File: src/rtl/core/usc_pkg.sv
// Shared types, codes and constants of the uplink session controller.
package usc_pkg;

    localparam int unsigned CFG_W      = 24;
    localparam int unsigned MS_W       = 32;
    localparam int unsigned SEC_W      = 32;
    localparam int unsigned SIZE_W     = 8;
    localparam int unsigned MSCNT_W    = 10;
    localparam int unsigned CFG_IDX_W  = 2;

    localparam logic [SIZE_W-1:0]  RECORD_BYTES = 8'd14;
    localparam logic [7:0]         SOF_BYTE     = 8'h55;
    localparam logic [7:0]         EOF_BYTE     = 8'hAA;
    localparam logic [7:0]         TYPE_ACK     = 8'h03;
    localparam logic [7:0]         TYPE_NACK    = 8'h04;
    localparam logic [MSCNT_W-1:0] MS_LAST      = 10'd999;

    localparam logic [CFG_W-1:0] KEEPALIVE_RST  = 24'd240000;
    localparam logic [CFG_W-1:0] ACK_TO_RST     = 24'd10000;
    localparam logic [CFG_W-1:0] RECONNECT_RST  = 24'd60000;

    // configuration register indexes
    localparam logic [CFG_IDX_W-1:0] CFG_KEEPALIVE = 2'd0;
    localparam logic [CFG_IDX_W-1:0] CFG_ACK_TO    = 2'd1;
    localparam logic [CFG_IDX_W-1:0] CFG_RECONNECT = 2'd2;

    typedef enum logic [1:0] {
        SS_CONNECT = 2'd0,
        SS_SEND    = 2'd1,
        SS_WAITACK = 2'd2,
        SS_BACKOFF = 2'd3
    } t_session;

    typedef enum logic [1:0] {
        PH_START = 2'd0,
        PH_TYPE  = 2'd1,
        PH_CHECK = 2'd2,
        PH_END   = 2'd3
    } t_phase;

    typedef enum logic [1:0] {
        PK_NONE = 2'd0,
        PK_ACK  = 2'd1,
        PK_NACK = 2'd2
    } t_pkind;

    typedef enum logic [1:0] {
        SK_IDENT = 2'd0,
        SK_KEEP  = 2'd1,
        SK_ALARM = 2'd2,
        SK_VAR   = 2'd3
    } t_sent_kind;

    typedef enum logic [2:0] {
        ACT_NONE    = 3'd0,
        ACT_CONNECT = 3'd1,
        ACT_IDENT   = 3'd2,
        ACT_ALARM   = 3'd3,
        ACT_VAR     = 3'd4,
        ACT_KEEP    = 3'd5,
        ACT_CLOSE   = 3'd6
    } t_action;

    typedef enum logic [1:0] {
        RX_NONE = 2'd0,
        RX_ACK  = 2'd1,
        RX_NACK = 2'd2,
        RX_BAD  = 2'd3
    } t_rx;

    typedef struct packed {
        t_action           action;
        logic [SIZE_W-1:0] adv_alarm;
        logic [SIZE_W-1:0] adv_var;
        t_session          session;
        t_rx               rx_result;
        logic [SEC_W-1:0]  seconds;
    } t_result;

endpackage

File: src/rtl/core/uplink_session_controller_unit.sv
// Uplink session controller: tick/byte session machine, reply parser, output buffer.
// A result word is registered in the result register, or in the skid on a stall.
// Throughput: one word per cycle unless stalled; one update pass per accepted word.
// A two-entry output buffer (result register plus skid) keeps the input open while
// a result waits; the input stalls only when both entries are full.
// Reset (synchronous, active low) restores configuration defaults, the connect
// state, an idle parser, zeroed timers and an empty output buffer.
module uplink_session_controller_unit
    import usc_pkg::*;
(
    input  logic                 i_clk,
    input  logic                 i_rst_n,
    // input channel
    input  logic                 i_in_valid,
    output logic                 o_in_stall,
    input  logic                 i_cmd,
    input  logic                 i_link_up,
    input  logic                 i_connect_ok,
    input  logic                 i_write_ok,
    input  logic [SIZE_W-1:0]    i_alarm_size,
    input  logic [SIZE_W-1:0]    i_var_size,
    input  logic [7:0]           i_rx_byte,
    // output channel
    output logic                 o_out_valid,
    input  logic                 i_out_stall,
    output logic [2:0]           o_action,
    output logic [SIZE_W-1:0]    o_advance_alarm,
    output logic [SIZE_W-1:0]    o_advance_var,
    output logic [1:0]           o_session_state,
    output logic [1:0]           o_rx_result,
    output logic [SEC_W-1:0]     o_seconds,
    // configuration channel
    input  logic                 i_cfg_valid,
    output logic                 o_cfg_ready,
    input  logic [CFG_IDX_W-1:0] i_cfg_index,
    input  logic [CFG_W-1:0]     i_cfg_data
);

    logic [CFG_W-1:0]   r_keepalive_ms, r_ack_to_ms, r_reconnect_ms;

    t_session           r_session, n_session;
    t_phase             r_phase, n_phase;
    t_pkind             r_pkind, n_pkind;
    logic [MS_W-1:0]    r_now_ms, n_now_ms;
    logic [MS_W-1:0]    r_ack_start, n_ack_start;
    logic [MS_W-1:0]    r_backoff_start, n_backoff_start;
    logic [MS_W-1:0]    r_last_send, n_last_send;
    t_sent_kind         r_sent_kind, n_sent_kind;
    logic [SIZE_W-1:0]  r_sent_size, n_sent_size;
    logic [MSCNT_W-1:0] r_ms_in_sec, n_ms_in_sec;
    logic [SEC_W-1:0]   r_sec_count, n_sec_count;

    t_result            r_out_data, r_skid_data, n_result;
    logic               r_out_valid, r_skid_valid;

    logic               in_accept, out_fire;
    logic [MS_W-1:0]    now_inc;
    logic [MS_W-1:0]    ack_el_byte, ack_el_tick, keep_el, bo_el;
    logic [SIZE_W-1:0]  pick_size;
    logic               pick_alarm;
    logic [7:0]         want_check;

    assign o_cfg_ready = 1'b1;
    assign in_accept   = i_in_valid && !r_skid_valid;
    assign out_fire    = r_out_valid && !i_out_stall;
    assign o_in_stall  = r_skid_valid;

    assign now_inc     = r_now_ms + 32'd1;
    assign ack_el_byte = r_now_ms - r_ack_start;
    assign ack_el_tick = now_inc - r_ack_start;
    assign keep_el     = now_inc - r_last_send;
    assign bo_el       = now_inc - r_backoff_start;

    // alarm queue has priority even when its record is unusable
    assign pick_alarm  = (i_alarm_size != '0);
    assign pick_size   = pick_alarm ? i_alarm_size : i_var_size;
    assign want_check  = (r_pkind == PK_ACK) ? TYPE_ACK : TYPE_NACK;

    // configuration registers
    always_ff @(posedge i_clk) begin
        if (!i_rst_n) begin
            r_keepalive_ms <= KEEPALIVE_RST;
            r_ack_to_ms    <= ACK_TO_RST;
            r_reconnect_ms <= RECONNECT_RST;
        end else if (i_cfg_valid && o_cfg_ready) begin
            unique case (i_cfg_index)
                CFG_KEEPALIVE: r_keepalive_ms <= i_cfg_data;
                CFG_ACK_TO:    r_ack_to_ms    <= i_cfg_data;
                CFG_RECONNECT: r_reconnect_ms <= i_cfg_data;
                default: ;
            endcase
        end
    end

    // next state and result for the word at the input
    always_comb begin
        n_session       = r_session;
        n_phase         = r_phase;
        n_pkind         = r_pkind;
        n_now_ms        = r_now_ms;
        n_ack_start     = r_ack_start;
        n_backoff_start = r_backoff_start;
        n_last_send     = r_last_send;
        n_sent_kind     = r_sent_kind;
        n_sent_size     = r_sent_size;
        n_ms_in_sec     = r_ms_in_sec;
        n_sec_count     = r_sec_count;
        n_result        = '{action: ACT_NONE, adv_alarm: '0, adv_var: '0,
                            session: r_session, rx_result: RX_NONE, seconds: '0};

        if (i_cmd) begin
            unique case (r_phase)
                PH_START: begin
                    if (i_rx_byte == SOF_BYTE) n_phase = PH_TYPE;
                end
                PH_TYPE: begin
                    if (i_rx_byte == TYPE_ACK) begin
                        n_pkind = PK_ACK;
                        n_phase = PH_CHECK;
                    end else if (i_rx_byte == TYPE_NACK) begin
                        n_pkind = PK_NACK;
                        n_phase = PH_CHECK;
                    end else begin
                        n_pkind = PK_NONE;
                        n_phase = PH_START;
                    end
                end
                PH_CHECK: begin
                    if (r_pkind != PK_NONE && i_rx_byte == want_check) begin
                        n_phase = PH_END;
                    end else begin
                        n_phase            = PH_START;
                        n_pkind            = PK_NONE;
                        n_result.rx_result = RX_BAD;
                    end
                end
                PH_END: begin
                    if (i_rx_byte == EOF_BYTE && r_pkind == PK_ACK) begin
                        n_result.rx_result = RX_ACK;
                    end else if (i_rx_byte == EOF_BYTE && r_pkind == PK_NACK) begin
                        n_result.rx_result = RX_NACK;
                    end else begin
                        n_result.rx_result = RX_BAD;
                    end
                    n_phase = PH_START;
                    n_pkind = PK_NONE;
                end
                default: ;
            endcase

            // a reply counts only while waiting and before the timeout
            if (r_session == SS_WAITACK && ack_el_byte < {8'd0, r_ack_to_ms}) begin
                if (n_result.rx_result == RX_ACK) begin
                    if (r_sent_kind == SK_ALARM) n_result.adv_alarm = r_sent_size;
                    else if (r_sent_kind == SK_VAR) n_result.adv_var = r_sent_size;
                    n_session = SS_SEND;
                end else if (n_result.rx_result == RX_NACK) begin
                    n_session = SS_SEND;
                end
            end
        end else begin
            n_now_ms = now_inc;
            if (r_ms_in_sec == MS_LAST) begin
                n_ms_in_sec = '0;
                n_sec_count = r_sec_count + 32'd1;
            end else begin
                n_ms_in_sec = r_ms_in_sec + 10'd1;
            end

            unique case (r_session)
                SS_CONNECT: begin
                    if (i_link_up) begin
                        if (i_write_ok) begin
                            n_result.action = ACT_IDENT;
                            n_ack_start     = now_inc;
                            n_last_send     = now_inc;
                            n_sent_kind     = SK_IDENT;
                            n_session       = SS_WAITACK;
                        end
                    end else if (i_connect_ok) begin
                        n_result.action = ACT_CONNECT;
                    end else begin
                        n_result.action = ACT_CLOSE;
                        n_session       = SS_BACKOFF;
                        n_backoff_start = now_inc;
                    end
                end
                SS_SEND: begin
                    if (!i_link_up) begin
                        n_session = SS_CONNECT;
                    end else if (pick_size != '0) begin
                        if (pick_size == RECORD_BYTES && i_write_ok) begin
                            n_result.action = pick_alarm ? ACT_ALARM : ACT_VAR;
                            n_session       = SS_WAITACK;
                            n_ack_start     = now_inc;
                            n_last_send     = now_inc;
                            n_sent_size     = pick_size;
                            n_sent_kind     = pick_alarm ? SK_ALARM : SK_VAR;
                        end
                    end else if (keep_el >= {8'd0, r_keepalive_ms}) begin
                        if (i_write_ok) begin
                            n_result.action = ACT_KEEP;
                            n_session       = SS_WAITACK;
                            n_ack_start     = now_inc;
                            n_last_send     = now_inc;
                            n_sent_kind     = SK_KEEP;
                        end else begin
                            // failed keep-alive: back off
                            n_session       = SS_BACKOFF;
                            n_backoff_start = now_inc;
                        end
                    end
                end
                SS_WAITACK: begin
                    if (!i_link_up) begin
                        n_session       = SS_BACKOFF;
                        n_backoff_start = now_inc;
                    end else if (ack_el_tick >= {8'd0, r_ack_to_ms}) begin
                        n_session = SS_SEND;
                    end
                end
                SS_BACKOFF: begin
                    if (bo_el > {8'd0, r_reconnect_ms}) n_session = SS_CONNECT;
                end
                default: ;
            endcase
        end

        n_result.session = n_session;
        n_result.seconds = n_sec_count;
    end

    // session and timer state
    always_ff @(posedge i_clk) begin
        if (!i_rst_n) begin
            r_session       <= SS_CONNECT;
            r_phase         <= PH_START;
            r_pkind         <= PK_NONE;
            r_now_ms        <= '0;
            r_ack_start     <= '0;
            r_backoff_start <= '0;
            r_last_send     <= '0;
            r_sent_kind     <= SK_IDENT;
            r_sent_size     <= '0;
            r_ms_in_sec     <= '0;
            r_sec_count     <= '0;
        end else if (in_accept) begin
            r_session       <= n_session;
            r_phase         <= n_phase;
            r_pkind         <= n_pkind;
            r_now_ms        <= n_now_ms;
            r_ack_start     <= n_ack_start;
            r_backoff_start <= n_backoff_start;
            r_last_send     <= n_last_send;
            r_sent_kind     <= n_sent_kind;
            r_sent_size     <= n_sent_size;
            r_ms_in_sec     <= n_ms_in_sec;
            r_sec_count     <= n_sec_count;
        end
    end

    // output buffer control
    always_ff @(posedge i_clk) begin
        if (!i_rst_n) begin
            r_out_valid  <= 1'b0;
            r_skid_valid <= 1'b0;
        end else if (!r_out_valid || out_fire) begin
            // refill the result register, skid first
            r_out_valid  <= r_skid_valid || in_accept;
            r_skid_valid <= 1'b0;
        end else if (in_accept) begin
            r_skid_valid <= 1'b1;
        end
    end

    // output buffer payload
    always_ff @(posedge i_clk) begin
        if (!r_out_valid || out_fire) begin
            r_out_data <= r_skid_valid ? r_skid_data : n_result;
        end else if (in_accept) begin
            r_skid_data <= n_result;
        end
    end

    assign o_out_valid     = r_out_valid;
    assign o_action        = r_out_data.action;
    assign o_advance_alarm = r_out_data.adv_alarm;
    assign o_advance_var   = r_out_data.adv_var;
    assign o_session_state = r_out_data.session;
    assign o_rx_result     = r_out_data.rx_result;
    assign o_seconds       = r_out_data.seconds;

    a_skid_implies_out: assert property (@(posedge i_clk) disable iff (!i_rst_n)
        r_skid_valid |-> r_out_valid)
        else $error("skid entry held without a result word");

    a_ms_range: assert property (@(posedge i_clk) disable iff (!i_rst_n)
        r_ms_in_sec <= MS_LAST)
        else $error("millisecond count out of range");

    a_parse_kind: assert property (@(posedge i_clk) disable iff (!i_rst_n)
        (r_phase == PH_CHECK || r_phase == PH_END) |-> (r_pkind != PK_NONE))
        else $error("parser past type byte without a frame kind");

    a_adv_on_ack: assert property (@(posedge i_clk) disable iff (!i_rst_n)
        (r_out_valid && (r_out_data.adv_alarm != '0 || r_out_data.adv_var != '0))
        |-> (r_out_data.rx_result == RX_ACK && r_out_data.session == SS_SEND))
        else $error("queue advance without an accepted ACK");

    a_adv_one_queue: assert property (@(posedge i_clk) disable iff (!i_rst_n)
        r_out_valid |-> (r_out_data.adv_alarm == '0 || r_out_data.adv_var == '0))
        else $error("both queues advanced by one word");

    a_stall_hold: assert property (@(posedge i_clk) disable iff (!i_rst_n)
        (r_out_valid && i_out_stall) |=> (r_out_valid && $stable(r_out_data)))
        else $error("stalled result word changed");

endmodule

File: config.mk
export PLATFORM = sky130hd
export DESIGN_NAME = uplink_session_controller_unit
export DESIGN_NICKNAME = d
export VERILOG_FILES = /design/src/rtl/core/usc_pkg.sv /design/src/rtl/core/uplink_session_controller_unit.sv
export SDC_FILE = /design/constraint.sdc
export NUM_CORES = 1
export LEC_CHECK = 0
export BUFFER_PORTS_ARGS = -buffer_cell sky130_fd_sc_hd__buf_2
export CORE_MARGIN = 3
export CORE_UTILIZATION = 40
export CTS_BUF_LIST = sky130_fd_sc_hd__clkbuf_2
export CTS_CLUSTER_DIAMETER = 50
export CTS_CLUSTER_SIZE = 10
export DETAILED_ROUTE_END_ITERATION = 16
export SYNTH_ARGS = -nofsm -noshare
export SYNTH_HDL_FRONTEND = slang
export SYNTH_SLANG_ARGS = --single-unit
File: constraint.sdc
create_clock -name i_clk -period 6.5 [get_ports i_clk]
set_clock_uncertainty 0.15 [all_clocks]
set_input_delay 0.325 -clock i_clk [delete_from_list [all_inputs] [get_ports i_clk]]
set_output_delay 0.325 -clock i_clk [all_outputs]
set_load 0.03 [all_outputs]
==> results.json, run 1 <==
{
  "status": "finished, final reports clean",
  "clockBufferDepth": 3,
  "worstSkewPairLatency_ns": 1.12,
  "post_drt_wl_per_cell_um": 18.4,
  "cp-end-kind": "register",
  "drt-pass1-iter-count": 6,
  "ant_nets": 0,
  "syn_to_final_growth_pct": 15.7,
  "hold_violations": 0,
  "wl_mm": 75.1,
  "dr_wl_met3_mm": 3.85,
  "crit_buf_inv": 5,
  "fin_setup_tns_ns": 0,
  "min_period_ns": 6.25,
  "drtIter0Drc": 1462,
  "drv_slew": 0,
  "ys_types": 105,
  "io_pins": 117,
  "antenna_found_initial": 3,
  "synth_edf_count": 110,
  "period_share": 0.962,
  "cts.clk_slew.worst_paths_ns": 0.19,
  "cts-root-buf": "clkbuf_2",
  "r2r-end": "r_backoff_start[19]",
  "critPathLaunchType": "register",
  "final_util": 0.469,
  "gr-total-overflow": 0,
  "postLayoutSetupSlackWorst_ns": 0.248,
  "worstPathRequired_ns": 7.29,
  "maxCapViolCount": 0,
  "drcViolationCount": 0,
  "dp_hpwl_mm": 56.6,
  "nFillCells": 5976,
  "vias": 22400,
  "cts_tree": "built",
  "avgSynthCellArea_um2": 8.53,
  "design.core.area_um2": 61800,
  "leakage_nw": 12.4,
  "crit_path_max_fanout": 17,
  "grt_pass1_wl_mm": 118,
  "row_count": 91,
  "clock_sinks": 370,
  "r2r_slack_ns": 0.25,
  "drt-met1-wl_mm": 34.3,
  "top_layer": "met4",
  "crit_family": "compound AO/OA/AOI/OAI gates",
  "fp.dieArea_um2": 65700,
  "worstSetupPathType": "reg -> reg",
  "final_common_cell": "nand2_1",
  "stdcell_count": 4073,
  "grt_max_degree": 116,
  "min_from": "i_alarm_size[6]",
  "whs_path_depth": 5,
  "slowest_delay_ns": 0.43,
  "hold_class": "in -> reg",
  "slew_headroom": 0.191,
  "syn-num-nets": 3222,
  "wl_met2_mm": 33.9,
  "worst_slew_pin_slew_ns": 1.21,
  "total_power_mw": 5.41,
  "setup_viol": 0,
  "nets": 3484,
  "grt_use_total": 0.221,
  "synth.yosys.seq_area_share": 0.339,
  "synth.ff_latch_count": 370,
  "rr_worst_depth": 29,
  "synth_ff_type": "dfxtp_1",
  "gp_congestion": 0.956,
  "dpl_worst_slack_ns": -0.305,
  "async_flop_share": 0,
  "die_w_um": 256,
  "numCtsBuffers": 52,
  "drive_above_1_share": 0.147,
  "final_area_um2": 29000,
  "cp_slowest_cell": "a2111o_1",
  "worstPathArrival_ns": 7.04,
  "fp.dieH_um": 256,
  "grt_pass1_vias": 21900,
  "fin_hold_ws_ns": 0.170,
  "numPlacedInstances": 3865,
  "routed_via_density": 5.49,
  "port_buffers": 115,
  "yosysWarningCount": 0,
  "max_freq_mhz": 160,
  "synth_cells": 2937,
  "r2r-start": "r_now_ms[0]",
  "p_per_area_nw_per_um2": 187,
  "peakVddDrop_mv": 0.105,
  "postPlaceCellArea_um2": 27100,
  "htree_levels": 2,
  "most-common-layout-cells": "nand2_1, a21oi_1, dfxtp_1",
  "start_util": 0.405,
  "hold_end": "r_skid_data[53]",
  "syn-cell-area_um2": 25100
}
## cells in the mapped netlist (7+ instances only)
cell / instances / share of area
a21boi_1: 34 / 0.010
o21bai_1: 16 / 0.0048
a211oi_2: 26 / 0.013
a21oi_1: 267 / 0.053
and3_1: 30 / 0.0075
nor2b_1: 23 / 0.0057
nand4_1: 39 / 0.0097
a21boi_0: 25 / 0.0075
inv_1: 212 / 0.032
a21o_1: 66 / 0.020
dfxtp_1: 260 / 0.21
o21a_1: 47 / 0.014
ha_1: 222 / 0.11
nor4_1: 8 / 0.0020
or3_1: 32 / 0.0080
o21ai_0: 122 / 0.024
mux2_2: 46 / 0.021
o211ai_1: 45 / 0.013
nor2_2: 11 / 0.0027
xnor2_1: 109 / 0.038
nor3_1: 39 / 0.0078
buf_2: 17 / 0.0034
a31oi_1: 23 / 0.0057
nand2_1: 327 / 0.049
clkbuf_1: 98 / 0.015
o31ai_1: 22 / 0.0066
xor2_1: 98 / 0.034
o21ai_1: 7 / 0.0014
a211o_1: 7 / 0.0024
edfxtp_1: 110 / 0.13
nand2b_1: 29 / 0.0072
mux2i_1: 13 / 0.0052
a211oi_1: 20 / 0.0060
and2_1: 27 / 0.0067
o2111ai_1: 10 / 0.0035
nor2_1: 205 / 0.031
and4_1: 10 / 0.0035
nand3_1: 91 / 0.018
## sequential cells by signal, summed over array words and instances, names as in the netlist, 3 cells and up
name and flops:
r_ack_to_ms 24, o_advance_alarm 8, r_last_send 32, o_action 3
r_sec_count 32, o_seconds 32, r_ack_start 32, r_ms_in_sec 10
o_advance_var 8, r_backoff_start 32, r_keepalive_ms 24, r_now_ms 32
r_reconnect_ms 24, r_sent_size 8, r_skid_data 55
## worst register-to-register path: cells and delay by family (launching register included)
family | cells | cell delay, ns
compound gates | 8 | 1.94
simple gates | 11 | 1.64
fa+ha+maj | 3 | 0.83
flops | 1 | 0.38
xor+xnor | 2 | 0.34
buf+inv | 5 | 0.86
## layout make-up
cell class,count,area [um2],share of cell area
clock buffer,67,335,0.0116
clock inverter,22,209,0.00721
timing repair buffer,338,2630,0.0906
multi-input combinational,2224,15500,0.533
sequential,370,8510,0.294
antenna,2,5.00,0.000173
tap,837,1050,0.0361
inverter,213,805,0.0277
## worst max-delay path by stage
| stage | to | from | cells past startpoint |
|---|---|---|---|
| after floorplan | r_skid_data[35] | r_now_ms[0] | 26 |
| after CTS | r_backoff_start[12] | r_now_ms[9] | 25 |
| after detailed placement | r_backoff_start[16] | r_now_ms[9] | 25 |
| after global placement | r_backoff_start[16] | r_now_ms[0] | 26 |
| after global routing | r_backoff_start[14] | r_now_ms[0] | 30 |
| final | r_backoff_start[19] | r_now_ms[0] | 29 |
## power breakdown
group	total, mW	switching (mW)	internal, mW	leakage, nW
sequential	2.48	0.0275	2.45	3.17
clock	1.31	0.919	0.390	0.357
combinational	1.62	0.952	0.671	8.83
## cell families (layout without fill, tap and decap cells)
| kind of cell | count (synthesis) | after routing | synth area share |
|---|---|---|---|
| other | 1 | 3 | 0.000150 |
| DFF | 370 | 370 | 0.339 |
| AOI/OAI and AO/OA | 801 | 801 | 0.211 |
| xor gates and xnor gates | 208 | 208 | 0.0734 |
| adders and majority gates | 226 | 226 | 0.114 |
| buffers and inverters | 343 | 640 | 0.0549 |
| muxes | 59 | 59 | 0.0259 |
| and+or+nand+nor | 929 | 929 | 0.182 |
## what timing repair did
action | 4_1_cts | 5_1_grt
cloned | 0 | 0
resized for setup | 5 | 36
pin swaps | 0 | 7
endpoints found under the setup margin | 107 | 116
endpoints found under the hold margin | 348 | 0
hold buffers | 111 | 0
buffers inserted | 0 | 6
## metal layers
layer  global-route usage  vias to the layer above
li1                     -                    11000
met1                0.295                    10600
met2                0.364                      642
met3               0.0286                      153
met4               0.0871                        0
met5                    0                        -
No activity file was read; power rests on OpenSTA's default activity.
==> run 2, diff against run 1 <==
CORE_MARGIN = 5   (was 3)
==> results.json, run 2 (synthesized netlist as in run 1, its figures left out) <==
{
  "cts.clk_slew.worst_paths_ns": 0.21,
  "cp_slowest_cell": "dfxtp_2",
  "io_pins": 117,
  "largest_register": "r_skid_data",
  "cts-root-buf": "clkbuf_2",
  "fin_setup_tns_ns": 0,
  "row_count": 91,
  "final_common_cell": "nand2_1",
  "setup_viol": 0,
  "design.core.area_um2": 61900,
  "worstPathArrival_ns": 7.04,
  "rsz0062_at_grt": "true",
  "gr-total-overflow": 0,
  "pwr-share-clk": 0.238,
  "fin_hold_ws_ns": 0.145,
  "post_drt_wl_per_cell_um": 19.1,
  "max_freq_mhz": 161,
  "grt_pass1_wl_mm": 120,
  "status": "finished, final reports clean",
  "crit_path_max_fanout": 7,
  "drive_above_1_share": 0.168,
  "power_frac_seq": 0.452,
  "cp-end-kind": "register",
  "dp_hpwl_mm": 58.6,
  "slowest_delay_ns": 0.47,
  "stdcell_count": 4101,
  "final_area_um2": 29500,
  "clockBufferDepth": 3,
  "critPathLaunchType": "register",
  "p_int_mw": 3.55,
  "routed_via_density": 5.52,
  "fp.dieArea_um2": 67800,
  "wl_mm": 78.2,
  "die_w_um": 260,
  "drtIter0Drc": 1322,
  "switchingPower_mw": 1.93,
  "numCtsBuffers": 51,
  "grt_max_degree": 108,
  "vias": 22700,
  "most-common-layout-cells": "nand2_1, a21oi_1, dfxtp_1",
  "slew_headroom": 0.142,
  "leakage_nw": 12.6,
  "swShare": 0.352,
  "port_buffers": 115,
  "nets": 3509,
  "start_util": 0.405,
  "postLayoutSetupSlackWorst_ns": 0.273,
  "worstSetupPathType": "reg -> reg",
  "drt-pass1-iter-count": 7,
  "drv_slew": 0,
  "antenna_found_initial": 2,
  "p_per_area_nw_per_um2": 186,
  "fp.dieH_um": 260,
  "hold_class": "in -> reg",
  "pwr-share-comb": 0.310,
  "worst_slew_pin_slew_ns": 1.27,
  "maxCapViolCount": 0,
  "clock_sinks": 370,
  "largest_reg_flops": 55,
  "numPlacedInstances": 3883,
  "cts_tree": "built",
  "gp_congestion": 0.947,
  "worstSkewPairLatency_ns": 1.11,
  "drcViolationCount": 0,
  "period_share": 0.958,
  "htree_levels": 2,
  "grt_use_total": 0.220,
  "worstPathRequired_ns": 7.31,
  "min_period_ns": 6.23,
  "crit_buf_inv": 5,
  "total_power_mw": 5.47,
  "postPlaceCellArea_um2": 27200,
  "final_util": 0.476,
  "crit_family": "compound AO/OA/AOI/OAI gates",
  "syn_to_final_growth_pct": 17.5,
  "grt_pass1_vias": 22000,
  "dpl_worst_slack_ns": -0.268,
  "ant_nets": 0,
  "peakVddDrop_mv": 0.0700,
  "hold_violations": 0
}
## run 2: changes by cell type in the layout (fill, tap and decap cells not counted), moves of 4 or more
| cell | previous run | this run |
|---|---|---|
| ha_1 | 221 | 213 |
| a31oi_1 | 23 | 19 |
| o21ai_0 | 119 | 111 |
| dfxtp_1 | 257 | 249 |
| ha_2 | 1 | 5 |
| o21ai_1 | 9 | 14 |
| ha_4 | 0 | 4 |
| clkinvlp_4 | 7 | 2 |
| buf_4 | 104 | 132 |
| dfxtp_2 | 3 | 8 |
| a21oi_1 | 263 | 258 |
| a21oi_2 | 5 | 10 |
## run 2: power groups by stage
| stage | sequential [mW] | clock [mW] | combinational (mW) |
|---|---|---|---|
| 2_1_floorplan | 2.57 | 0 | 1.04 |
| 3_3_place_gp | 2.53 | 0 | 1.55 |
| 3_5_place_dp | 2.53 | 0 | 1.58 |
| 4_1_cts | 2.48 | 1.36 | 1.63 |
| 5_1_grt | 2.49 | 1.45 | 1.87 |
| 6_report | 2.48 | 1.30 | 1.70 |
## run 2: layout make-up
class	count	area, um2
antenna	3	7.51
clock buffer	68	340
clock inverter	22	190
fill	6049	32500
inverter	213	805
multi-input combinational	2224	15700
sequential	370	8530
tap	837	1050
timing repair buffer	364	2840
## run 2: repair_timing
action	4_1_cts	5_1_grt
hold buffers	108	0
gates resized for setup	16	94
setup buffers	1	14
pin swaps	2	23
endpoints found under the setup margin	108	116
cloned	0	2
endpoints found under the hold margin	349	0
## run 2: path summary, 6_finish.rpt
check	slack [ns]	end	startpoint	depth (start not counted)
hold / removal	0.15	r_backoff_start[31]	i_rst_n	4
setup reg to reg	0.27	r_backoff_start[18]	r_now_ms[10]	27
hold reg to reg	0.32	r_ack_to_ms[6]	r_ack_to_ms[6]	2
setup / recovery	0.27	r_backoff_start[18]	r_now_ms[10]	27
## run 2: worst min-delay path: cells and delay by family
kind	cells	cell delay [ns]
compound gates	1	0.06
buf+inv	2	0.78
simple gates	1	0.11
## run 2: layer usage
layer	global-route usage	routed length [um]	share of wire	up-vias
met2	0.371	36300	0.46	622
met4	0.0652	2130	0.027	0
met5	0	0	0	-
met3	0.0318	4380	0.056	134
li1	-	-	-	11000
met1	0.295	35500	0.45	10800
